File: src/hw/rtl/assert_macros.svh
// Assertion macros shared by the scheduler RTL.
// Depends on nothing; included by the files that carry assertions.
`ifndef ASSERT_MACROS_SVH
`define ASSERT_MACROS_SVH

// Same-cycle implication, disabled while reset is low.
`define ASSERT_IMPL(label, clk, rst_n, ante, cons) \
    label: assert property (@(posedge clk) disable iff (!rst_n) (ante) |-> (cons)) \
        else $error("scheduler assertion failed");

// Next-cycle implication, disabled while reset is low.
`define ASSERT_NEXT(label, clk, rst_n, ante, cons) \
    label: assert property (@(posedge clk) disable iff (!rst_n) (ante) |=> (cons)) \
        else $error("scheduler assertion failed");

`endif

File: src/hw/rtl/rrts_pkg.sv
// Types and constants of the round-robin thread scheduler.
// Used by the sleep counter cells, the ring head and the top level.
package rrts_pkg;

    localparam int MAX_THREADS   = 16;
    localparam int SLOT_W        = $clog2(MAX_THREADS);
    localparam int COUNT_W       = $clog2(MAX_THREADS + 1);
    localparam int OUT_SLOT_W    = 4;
    localparam int SLEEP_W       = 32;
    localparam int MS_W          = 24;
    localparam int FRAC_W        = 8;
    localparam int QUANTUM_W     = 16;
    localparam int TICK_W        = 16;
    localparam int CFG_IDX_W     = 2;
    localparam int CFG_DATA_W    = 16;

    localparam logic [QUANTUM_W-1:0] QUANTUM_RESET = QUANTUM_W'(10);
    localparam logic [TICK_W-1:0]    TICK_RESET    = TICK_W'(256);

    localparam logic [CFG_IDX_W-1:0] CFG_QUANTUM = CFG_IDX_W'(0);
    localparam logic [CFG_IDX_W-1:0] CFG_TICK    = CFG_IDX_W'(1);

    typedef enum logic [1:0] {
        OP_TICK  = 2'd0,
        OP_YIELD = 2'd1,
        OP_SLEEP = 2'd2,
        OP_ADD   = 2'd3
    } t_op;

    typedef enum logic [1:0] {
        ST_IDLE,
        ST_WALK,
        ST_DONE
    } t_state;

    typedef struct packed {
        t_op             op;
        logic [MS_W-1:0] sleep_ms;
    } t_in_word;

    typedef struct packed {
        logic [OUT_SLOT_W-1:0] running_slot;
        logic                  switched;
        logic                  running_asleep;
        logic [OUT_SLOT_W-1:0] added_slot;
        logic                  table_full;
    } t_out_word;

    // Control handed to the ring head for one walk over the slots.
    typedef struct packed {
        t_op                op;
        logic [SLOT_W-1:0]  step;
        logic [COUNT_W-1:0] count;
        logic [SLOT_W-1:0]  run;
        logic               add_en;
        logic [SLOT_W-1:0]  add_slot;
        logic [TICK_W-1:0]  tick_len;
        logic [SLEEP_W-1:0] sleep_val;
    } t_walk_ctl;

endpackage

File: src/hw/rtl/rrts_cell.sv
// One sleep counter cell of the slot ring.
// Depends on rrts_pkg for the counter width.
module rrts_cell (
    input  logic                         i_clk,
    input  logic                         i_rst_n,
    input  logic                         i_shift,
    input  logic [rrts_pkg::SLEEP_W-1:0] i_d,
    output logic [rrts_pkg::SLEEP_W-1:0] o_q
);
    import rrts_pkg::*;

    logic [SLEEP_W-1:0] r_q;

    always_ff @(posedge i_clk) begin
        if (!i_rst_n) begin
            r_q <= '0;
        end else if (i_shift) begin
            r_q <= i_d;
        end
    end

    assign o_q = r_q;

endmodule

File: src/hw/rtl/rrts_head.sv
// Update stage at the entry of the slot ring: applies the event to the
// counter of the slot passing by. Depends on rrts_pkg.
module rrts_head (
    input  rrts_pkg::t_walk_ctl          i_ctl,
    input  logic [rrts_pkg::SLEEP_W-1:0] i_q,
    output logic [rrts_pkg::SLEEP_W-1:0] o_d
);
    import rrts_pkg::*;

    logic [SLEEP_W-1:0] w_tick;

    assign w_tick = SLEEP_W'(i_ctl.tick_len);

    always_comb begin
        o_d = i_q;
        case (i_ctl.op)
            OP_TICK: begin
                // only occupied slots count down, saturating at zero
                if (COUNT_W'(i_ctl.step) < i_ctl.count) begin
                    o_d = (i_q > w_tick) ? (i_q - w_tick) : '0;
                end
            end
            OP_SLEEP: begin
                if (i_ctl.step == i_ctl.run) begin
                    o_d = i_ctl.sleep_val;
                end
            end
            OP_ADD: begin
                if (i_ctl.add_en && (i_ctl.step == i_ctl.add_slot)) begin
                    o_d = '0;
                end
            end
            default: begin
                o_d = i_q;
            end
        endcase
    end

endmodule

File: src/hw/rtl/round_robin_thread_scheduler_unit.sv
// Round-robin thread scheduler: top level with event control and the slot ring.
// Depends on rrts_pkg, rrts_cell, rrts_head and assert_macros.svh.
//
// Each event word walks one full turn of the ring between acceptance and the
// moment its result enters the output register. The sleep counters sit in a
// ring of cells that rotates once per cycle past a single update stage, so
// one full turn of the ring sets the time per event, plus the load of the result
// in state ST_DONE. Input is ready again only in ST_IDLE after that load, so a
// new event is not accepted before the previous result is loaded. Scalar state
// (quantum, running slot, thread count) settles at acceptance. A new event is
// taken while the previous result still waits at the output; a result that
// still waits when the next one is done holds that one, and the input with it.
`include "assert_macros.svh"

module round_robin_thread_scheduler_unit (
    input  logic                            i_clk,
    input  logic                            i_rst_n,
    input  logic                            i_in_valid,
    output logic                            o_in_ready,
    input  rrts_pkg::t_in_word              i_in_word,
    output logic                            o_out_valid,
    input  logic                            i_out_ready,
    output rrts_pkg::t_out_word             o_out_word,
    input  logic                            i_cfg_valid,
    output logic                            o_cfg_ready,
    input  logic [rrts_pkg::CFG_IDX_W-1:0]  i_cfg_index,
    input  logic [rrts_pkg::CFG_DATA_W-1:0] i_cfg_data
);
    import rrts_pkg::*;

    t_state             r_state, n_state;
    logic [QUANTUM_W-1:0] r_quantum_ticks;
    logic [TICK_W-1:0]  r_tick_len;
    logic [QUANTUM_W-1:0] r_q, n_q;
    logic [SLOT_W-1:0]  r_run, n_run;
    logic [COUNT_W-1:0] r_count, n_count;
    logic [SLOT_W-1:0]  r_step;
    t_op                r_op;
    logic [SLEEP_W-1:0] r_sleep_val;
    logic               r_switched, n_switched;
    logic               r_add_en, n_add_en;
    logic [SLOT_W-1:0]  r_add_slot, n_add_slot;
    logic               r_full, n_full;
    logic               r_asleep;
    logic               r_out_valid;
    t_out_word          r_out;

    logic               w_in_acc;
    logic               w_cfg_acc;
    logic               w_walk;
    logic               w_last_step;
    logic               w_load_out;
    logic [COUNT_W-1:0] w_run_inc;
    logic [SLEEP_W-1:0] w_ring [MAX_THREADS];
    logic [SLEEP_W-1:0] w_head_d;
    t_walk_ctl          w_ctl;

    assign w_in_acc    = i_in_valid && o_in_ready;
    assign o_cfg_ready = 1'b1;
    assign w_cfg_acc   = i_cfg_valid && o_cfg_ready;
    assign w_last_step = (r_step == SLOT_W'(MAX_THREADS - 1));

    // ---- state machine ----
    always_comb begin
        n_state = r_state;
        case (r_state)
            ST_IDLE: begin
                if (w_in_acc) begin
                    n_state = ST_WALK;
                end
            end
            ST_WALK: begin
                if (w_last_step) begin
                    n_state = ST_DONE;
                end
            end
            ST_DONE: begin
                if (w_load_out) begin
                    n_state = ST_IDLE;
                end
            end
            default: begin
                n_state = ST_IDLE;
            end
        endcase
    end

    always_comb begin
        o_in_ready = (r_state == ST_IDLE);
        w_walk     = (r_state == ST_WALK);
        w_load_out = (r_state == ST_DONE) && (!r_out_valid || i_out_ready);
    end

    // ---- scalar update at acceptance ----
    assign w_run_inc = COUNT_W'(r_run) + COUNT_W'(1);

    always_comb begin
        n_q        = r_q;
        n_run      = r_run;
        n_count    = r_count;
        n_switched = 1'b0;
        n_add_en   = 1'b0;
        n_add_slot = '0;
        n_full     = 1'b0;
        case (i_in_word.op)
            OP_TICK: begin
                if (r_q <= QUANTUM_W'(1)) begin
                    // quantum ran out: advance and reload
                    n_run      = (w_run_inc == r_count) ? '0 : SLOT_W'(w_run_inc);
                    n_switched = 1'b1;
                    n_q        = r_quantum_ticks;
                end else begin
                    n_q = r_q - QUANTUM_W'(1);
                end
            end
            OP_YIELD: begin
                n_q = '0;
            end
            OP_SLEEP: begin
                if (i_in_word.sleep_ms != '0) begin
                    n_q = '0;
                end
            end
            OP_ADD: begin
                if (r_count < COUNT_W'(MAX_THREADS)) begin
                    n_add_en   = 1'b1;
                    n_add_slot = SLOT_W'(r_count);
                    n_count    = r_count + COUNT_W'(1);
                end else begin
                    n_full = 1'b1;
                end
            end
            default: begin
                n_q = r_q;
            end
        endcase
    end

    always_ff @(posedge i_clk) begin
        if (!i_rst_n) begin
            r_state         <= ST_IDLE;
            r_quantum_ticks <= QUANTUM_RESET;
            r_tick_len      <= TICK_RESET;
            r_q             <= QUANTUM_RESET;
            r_run           <= '0;
            r_count         <= COUNT_W'(1);
            r_step          <= '0;
            r_out_valid     <= 1'b0;
        end else begin
            r_state <= n_state;
            if (w_cfg_acc) begin
                case (i_cfg_index)
                    CFG_QUANTUM: r_quantum_ticks <= QUANTUM_W'(i_cfg_data);
                    CFG_TICK:    r_tick_len      <= TICK_W'(i_cfg_data);
                    default:     ;
                endcase
            end
            if (w_in_acc) begin
                r_q     <= n_q;
                r_run   <= n_run;
                r_count <= n_count;
            end
            if (w_walk) begin
                r_step <= r_step + SLOT_W'(1);
            end else begin
                r_step <= '0;
            end
            if (w_load_out) begin
                r_out_valid <= 1'b1;
            end else if (i_out_ready) begin
                r_out_valid <= 1'b0;
            end
        end
    end

    // ---- event payload and result ----
    always_ff @(posedge i_clk) begin
        if (w_in_acc) begin
            r_op        <= i_in_word.op;
            r_sleep_val <= {i_in_word.sleep_ms, {FRAC_W{1'b0}}};
            r_switched  <= n_switched;
            r_add_en    <= n_add_en;
            r_add_slot  <= n_add_slot;
            r_full      <= n_full;
        end
        // catch the running slot's counter as it passes the head
        if (w_walk && (r_step == r_run)) begin
            r_asleep <= (w_head_d != '0);
        end
        if (w_load_out) begin
            r_out.running_slot   <= OUT_SLOT_W'(r_run);
            r_out.switched       <= r_switched;
            r_out.running_asleep <= r_asleep;
            r_out.added_slot     <= r_add_en ? OUT_SLOT_W'(r_add_slot) : '0;
            r_out.table_full     <= r_full;
        end
    end

    assign o_out_valid = r_out_valid;
    assign o_out_word  = r_out;

    // ---- slot ring: cell 0 holds slot r_step, the head refills the tail ----
    always_comb begin
        w_ctl.op        = r_op;
        w_ctl.step      = r_step;
        w_ctl.count     = r_count;
        w_ctl.run       = r_run;
        w_ctl.add_en    = r_add_en;
        w_ctl.add_slot  = r_add_slot;
        w_ctl.tick_len  = r_tick_len;
        w_ctl.sleep_val = r_sleep_val;
    end

    rrts_head u_head (
        .i_ctl (w_ctl),
        .i_q   (w_ring[0]),
        .o_d   (w_head_d)
    );

    for (genvar g = 0; g < MAX_THREADS; g++) begin : g_cell
        if (g == MAX_THREADS - 1) begin : g_tail
            rrts_cell u_cell (
                .i_clk   (i_clk),
                .i_rst_n (i_rst_n),
                .i_shift (w_walk),
                .i_d     (w_head_d),
                .o_q     (w_ring[g])
            );
        end else begin : g_body
            rrts_cell u_cell (
                .i_clk   (i_clk),
                .i_rst_n (i_rst_n),
                .i_shift (w_walk),
                .i_d     (w_ring[g+1]),
                .o_q     (w_ring[g])
            );
        end
    end

    // ---- assertions ----
    `ASSERT_IMPL(a_count_range, i_clk, i_rst_n, 1'b1,
        (r_count != '0) && (r_count <= COUNT_W'(MAX_THREADS)))
    `ASSERT_IMPL(a_run_below_count, i_clk, i_rst_n, 1'b1, COUNT_W'(r_run) < r_count)
    `ASSERT_NEXT(a_walk_starts, i_clk, i_rst_n, w_in_acc,
        (r_state == ST_WALK) && (r_step == '0))
    `ASSERT_IMPL(a_full_no_slot, i_clk, i_rst_n, o_out_valid && o_out_word.table_full,
        o_out_word.added_slot == '0)

endmodule

File: config.mk
export PLATFORM = sky130hd
export DESIGN_NAME = round_robin_thread_scheduler_unit
export DESIGN_NICKNAME = d
export VERILOG_FILES = /design/src/hw/rtl/rrts_pkg.sv /design/src/hw/rtl/rrts_cell.sv /design/src/hw/rtl/rrts_head.sv /design/src/hw/rtl/round_robin_thread_scheduler_unit.sv
export VERILOG_INCLUDE_DIRS = /design/src /design/src/hw/rtl
export SDC_FILE = /design/constraint.sdc
export NUM_CORES = 1
export LEC_CHECK = 0
export ABC_CLOCK_PERIOD_IN_PS = 4800
export CAP_MARGIN = 20
export CORE_MARGIN = 4
export CORE_UTILIZATION = 25
export DETAILED_ROUTE_END_ITERATION = 6
export DONT_BUFFER_PORTS = 1
export PLACE_DENSITY = 0.4
export SYNTH_ARGS = -nofsm -noshare
export SYNTH_HDL_FRONTEND = slang
export SYNTH_SLANG_ARGS = --single-unit
export TNS_END_PERCENT = 20
File: constraint.sdc
create_clock -name i_clk -period 4.8 [get_ports i_clk]
set_clock_uncertainty 0.05 [all_clocks]
set_input_delay 0.48 -clock i_clk [delete_from_list [all_inputs] [get_ports i_clk]]
set_output_delay 0.48 -clock i_clk [all_outputs]
set_load 0.01 [all_outputs]
Word level (Yosys, flattened, before mapping)
Cells that the tools add are included.
{"block": "totals", "out_inout_bits": 14, "word_cells": 101, "in_bits": 49, "register_bits": 621}
{"block": "op_classes", "n_mux": 18, "order_cmp": 4, "addsub": 5, "reduce_logical": 22, "n_eq_ne": 16}
{"op": "$mux W32", "n": 4}
{"op": "$pmux W32 S3", "n": 1}
{"op": "$pmux W16 S3", "n": 1}
{"op": "$gt A32 B16 Y1", "n": 1}
{"op": "$mux W16", "n": 2}
{"op": "$reduce_bool A32 Y1", "n": 1}
{"op": "$sub A32 B16 Y32", "n": 1}
{"op": "$reduce_bool A24 Y1", "n": 1}
{"op": "$le A16 B1 Y1 const B", "n": 1}
{"op": "$sub A16 B1 Y16 const B", "n": 1}
{"op": "$reduce_and A3 Y1", "n": 4}
{"op": "$eq A2 B2 Y1 const B", "n": 5}
{"op": "$eq A4 B4 Y1", "n": 2}
{"op": "$logic_not A2 Y1", "n": 4}
{"op": "$reduce_and A2 Y1", "n": 4}
{"op": "$eq A2 B1 Y1 const B", "n": 3}
{"op": "$mux W2", "n": 3}
{"op": "$pmux W2 S3", "n": 1}
{"op": "$add A4 B1 Y5 const B", "n": 1}
{"op": "$add A5 B1 Y5 const B", "n": 1}
{"op": "$eq A5 B5 Y1", "n": 1}
{"op": "$lt A4 B5 Y1", "n": 1}
{"op": "$lt A5 B5 Y1 const B", "n": 1}
{"op": "$mux W1", "n": 5}
{"op": "other kinds (10)", "n": 15}

Depth between registers and ports, before layout
{"block": "logic_depth", "depth_word": 5, "ltp_mapped": 15, "mapped_depth_nobuf": 13}

Modules after synthesis
A second synthesis with hierarchy kept.
{"block": "hier_totals", "hier_cells": 2457, "area_unflattened_um2": 26950.8}
{"mod": "rrts_cell", "instances": 16, "cells_per_inst": 103, "area_per_inst_um2": 1243.7, "seq_area_each_um2": 640.6}
{"mod": "round_robin_thread_scheduler_unit", "instances": 1, "cells_per_inst": 462, "area_per_inst_um2": 4817.1, "seq_area_each_um2": 2632.5}
{"mod": "rrts_head", "instances": 1, "cells_per_inst": 347, "area_per_inst_um2": 2234.6, "seq_area_each_um2": 0.0}

Worst setup path after synthesis
OpenSTA, ideal clock, no wires.
{"block": "synth_timing", "kind": "register -> register", "from": "register r_count[3]", "to": "register r_asleep (data pin)", "required_ns": 4.481, "path_buffers": 1, "arrival_time_ns": 2.873, "setup_time_ns": 0.269, "setup_slack_ns": 1.608, "path_stages_with_launch": 14, "synth_period_minus_slack_ns": 3.192, "cell_sequence": "dfxtp_1 -> inv_1 -> ha_1 -> nor2b_1 -> a2111o_1 -> and2_1 -> clkbuf_1 -> or4_1 -> a311oi_1 -> nor2_1 -> o21ai_1 -> o211ai_1 -> nor4_1 -> nand4_1"}
{"block": "synth_via", "elab_chain_len": 4}
{"element": "start, declared", "line": "round_robin_thread_scheduler_unit.sv:36", "source": "logic [COUNT_W-1:0] r_count, n_count;"}
{"element": "start signal, assigned", "line": "round_robin_thread_scheduler_unit.sv:161", "source": "r_count <= n_count;"}
{"element": "$lt A4 B5 Y1", "line": "rrts_head.sv:19", "source": "if (COUNT_W'(i_ctl.step) < i_ctl.count) begin"}
{"element": "$mux W32", "line": "rrts_head.sv:19"}
{"element": "$pmux W32 S3", "line": "rrts_head.sv:16", "source": "case (i_ctl.op)"}
{"element": "$reduce_bool A32 Y1", "line": "round_robin_thread_scheduler_unit.sv:188", "source": "r_asleep <= (w_head_d != '0);"}
{"element": "end signal, assigned", "line": "round_robin_thread_scheduler_unit.sv:188"}
{"element": "end, declared", "line": "round_robin_thread_scheduler_unit.sv:44", "source": "logic r_asleep;"}
No other way between the ends.
A chain may end at the register's enable or synchronous reset.

Worst setup path in the final report
Ends and elaborated chain as after synthesis.

==> flow_summary.toml <==
[sta]
slew_headroom = 0.296
worst_pin_slew_ps = 1050
rsz0062_at_grt = "false"
period_needed_ps = 4050
final-max-slew-violation-count = 0
timing.final.crit_share = 0.844
tns_ps = 0
whs_ps = 71.7
hold_viol_final = 0
fmaxAchievable_ghz = 0.247
setup_violations = 0

[route]
vias_per_cell = 4.63
met2WireLength_mm = 29.0
post_drt_wl_per_cell_um = 15.2
dr_total_vias = 19600
firstDrtPassIters = 5
ant_nets = 0
drt_iter0_drc = 1473
drt_wl_total_mm = 64.4
routed.top_layer = "met4"
dr_wl_met3_mm = 2.33
wl_met1_mm = 31.6
remaining_drc_errors = 0

[pwr]
seq_power_share = 0.464
power_frac_comb = 0.062
swShare = 0.244
cellPowerDensity_nw_per_um2 = 414
leakagePower_uw = 0.00913
pwr-share-clk = 0.474
ir_drop_mv = 0.201
internal_power_uw = 8690
p_switching_uw = 2810

[yosys]
netlist_instances = 2980
synth_mux_area_frac = 0.00126
synth_top_family_by_area = "simple AND/OR/NAND/NOR gates"
synth_fa_ha_area_frac = 0.0150
synth_seq_area_share = 0.540
synth_nets = 3057
synthArstFlopShare = 0
synth-seq-cells = 621
yosysWarnings = 0
syn-cell-area_um2 = 23900
synth_compound_area_frac = 0.165
synth_edf_count = 45
yosys.cell_types.count = 71
yosys.area_share.simple = 0.227
syn_area_per_cell_um2 = 8.01
synth_ff_type = "dfxtp_1"
synth-xor-area-share = 0.0132

[die]
core_area_um2 = 94900
start_util = 0.252
die_h_um = 317
die-width_um = 317
boundaryPins = 63
fp.dieArea_um2 = 100000
rows = 113

[worst_setup_path]
end_kind = "flip-flop"
path_class = "flip-flop to flip-flop"
r2r_start = "r_count[3]"
rrSetupSlack_ps = 750
reg2reg_to = "r_asleep"
start_kind = "flip-flop"
worstPathRequired_ps = 5100
ff2ff_path_depth = 11
cp_max_fo = 18
critPathArrivalTime_ps = 4360

[clocking]
cts_sinks = 621
clk_pin_slew_ps = 60
cts-resized-gates = 0
postCtsSetupBuffers = 0
cts_buffers = 74
cts-htree-levels = 3
clockBufferDepth = 3
clk_latency_ps = 620
cts_root_buf = "clkbuf_16"
tritoncts = "yes"

[run_status]
outcome = "completed"

[min_path]
hold_end = "o_out_valid"
holdPathStages = 2
hp-class = "input port to flip-flop"
hp-start = "i_out_ready"

[final_layout]
final_nets = 2994
stdcell_count = 4234
diodes = 0
final_cell_mix = "nand2_1, dfxtp_1, a21oi_1, nor2_1, clkbuf_16"
fillers = 10100
area_delta_synth_final_pct = 16.4
final_common_cell = "nand2_1"
layout-drive-gt1-share = 0.0529

[grt]
grt_pass1_vias = 18600
gr-usage-all-layers = 0.126
grt_overflow_total = 0
grt_max_degree = 170
grt_pass1_wl_mm = 104
grt_antenna_before_repair = 0

[placed_design]
port_buffers = 0
place_inst = 4063
gp_congestion = 0.808
hpwl_mm = 39.3

[flow_run]
maxCapViolations = 0
-- synth_stat cells (5+ instances only) --
cell,number,share of area
buf_1,7,0.0011
or3_1,9,0.0024
nor4_1,15,0.0039
and2_1,16,0.0042
o21ai_0,41,0.0086
xor2_1,12,0.0044
o311ai_0,5,0.0018
a221oi_1,7,0.0026
nand3_1,13,0.0027
a21oi_1,561,0.12
inv_1,29,0.0046
nand2_1,1087,0.17
nor2b_1,10,0.0026
nand2b_1,11,0.0029
and3_1,7,0.0018
xnor2_1,24,0.0088
o211ai_1,7,0.0022
dfxtp_1,576,0.48
o31ai_1,5,0.0016
nand4_1,10,0.0026
a21o_1,10,0.0031
a211oi_1,21,0.0066
ha_1,27,0.014
clkbuf_1,198,0.031
edfxtp_1,45,0.057
nor3_1,36,0.0075
nor2_1,92,0.014
or4_1,7,0.0022
-- flip-flops by register name (all words and copies together), names as in the netlist --
name / cells
r_op: 2
r_state: 2
g_cell.g_tail.u_cell.o_q: 32
r_q: 16
r_tick_len: 16
r_count: 5
r_sleep_val: 24
r_add_en: 1
r_quantum_ticks: 16
r_asleep: 1
r_step: 4
r_run: 4
r_switched: 1
o_out_valid: 1
g_cell.g_body.u_cell.o_q: 480
r_full: 1
o_out_word: 11
r_add_slot: 4
-- layer usage --
layer / vias up / GRT usage
met1: 9431 / 0.179
met3: 91 / 0.0199
met5: - / 0
li1: 9797 / -
met4: 0 / 0.0406
met2: 271 / 0.197
-- cells by family after synthesis --
group,count (synthesis)
buffers and inverters,240
XOR/XNOR,36
AO/OA/AOI/OAI,714
adder cells (fa/ha/maj),28
other,1
AND/OR/NAND/NOR,1337
flip-flops,621
multiplexers,3
-- per-stage QoR --
| stage | util | cell area [um^2] | worst slack [ps] | total power, uW |
|---|---|---|---|---|
| finish | 0.293 | 27800 | 748 | 11500 |
| global route | 0.293 | 27800 | 499 | 12000 |
| CTS | 0.293 | 27800 | 823 | 11700 |
| detailed placement | 0.263 | 25000 | 875 | 6150 |
| global placement | 0.263 | 25000 | 870 | 6150 |
| floorplan | - | 23900 | 1610 | 5920 |
-- worst max-delay path: stages, from the launching register on --
cell and delay, ps:
dfxtp_1 420, inv_1 70, ha_1 190, nor2b_1 140, a2111o_1 450, a211oi_1 490
o2111ai_1 210, and2_1 480, a222oi_1 580, o2111ai_1 180, nor3_1 380, nand4_1 140
-- cell type report --
type	count	area, um^2	share of cell area
Clock buffer	106	2140	0.0772
Tap cell	1265	1580	0.0570
Multi-Input combinational cell	2119	10100	0.363
Inverter	30	120	0.00432
Timing Repair Buffer	71	741	0.0267
Clock inverter	22	221	0.00797
Sequential cell	621	12900	0.464
-- worst max-delay path by stage --
stage                     from       end  slack (ps)  cells past startpoint
finish              r_count[3]  r_asleep         750                     11
global route        r_count[3]  r_asleep         500                     11
CTS                 r_count[3]  r_asleep         820                     11
detailed placement  r_count[3]  r_asleep         880                     11
global placement    r_count[3]  r_asleep         870                     12
floorplan           r_count[3]  r_asleep        1610                     13
-- repair_timing --
action / in CTS / in global routing
hold endpoints to repair: 68 / 0
hold buffers: 43 / 0
endpoints found under the setup margin: 0 / 0
-- power by group through the flow --
stage / Clock (uW) / Sequential, uW / Combinational, uW
finish: 5450 / 5340 / 717
global route: 5860 / 5340 / 804
CTS: 5670 / 5340 / 737
detailed placement: 0 / 5450 / 697
global placement: 0 / 5450 / 700
floorplan: 0 / 5420 / 493
Note: power is estimated with default switching activity, not from simulation.
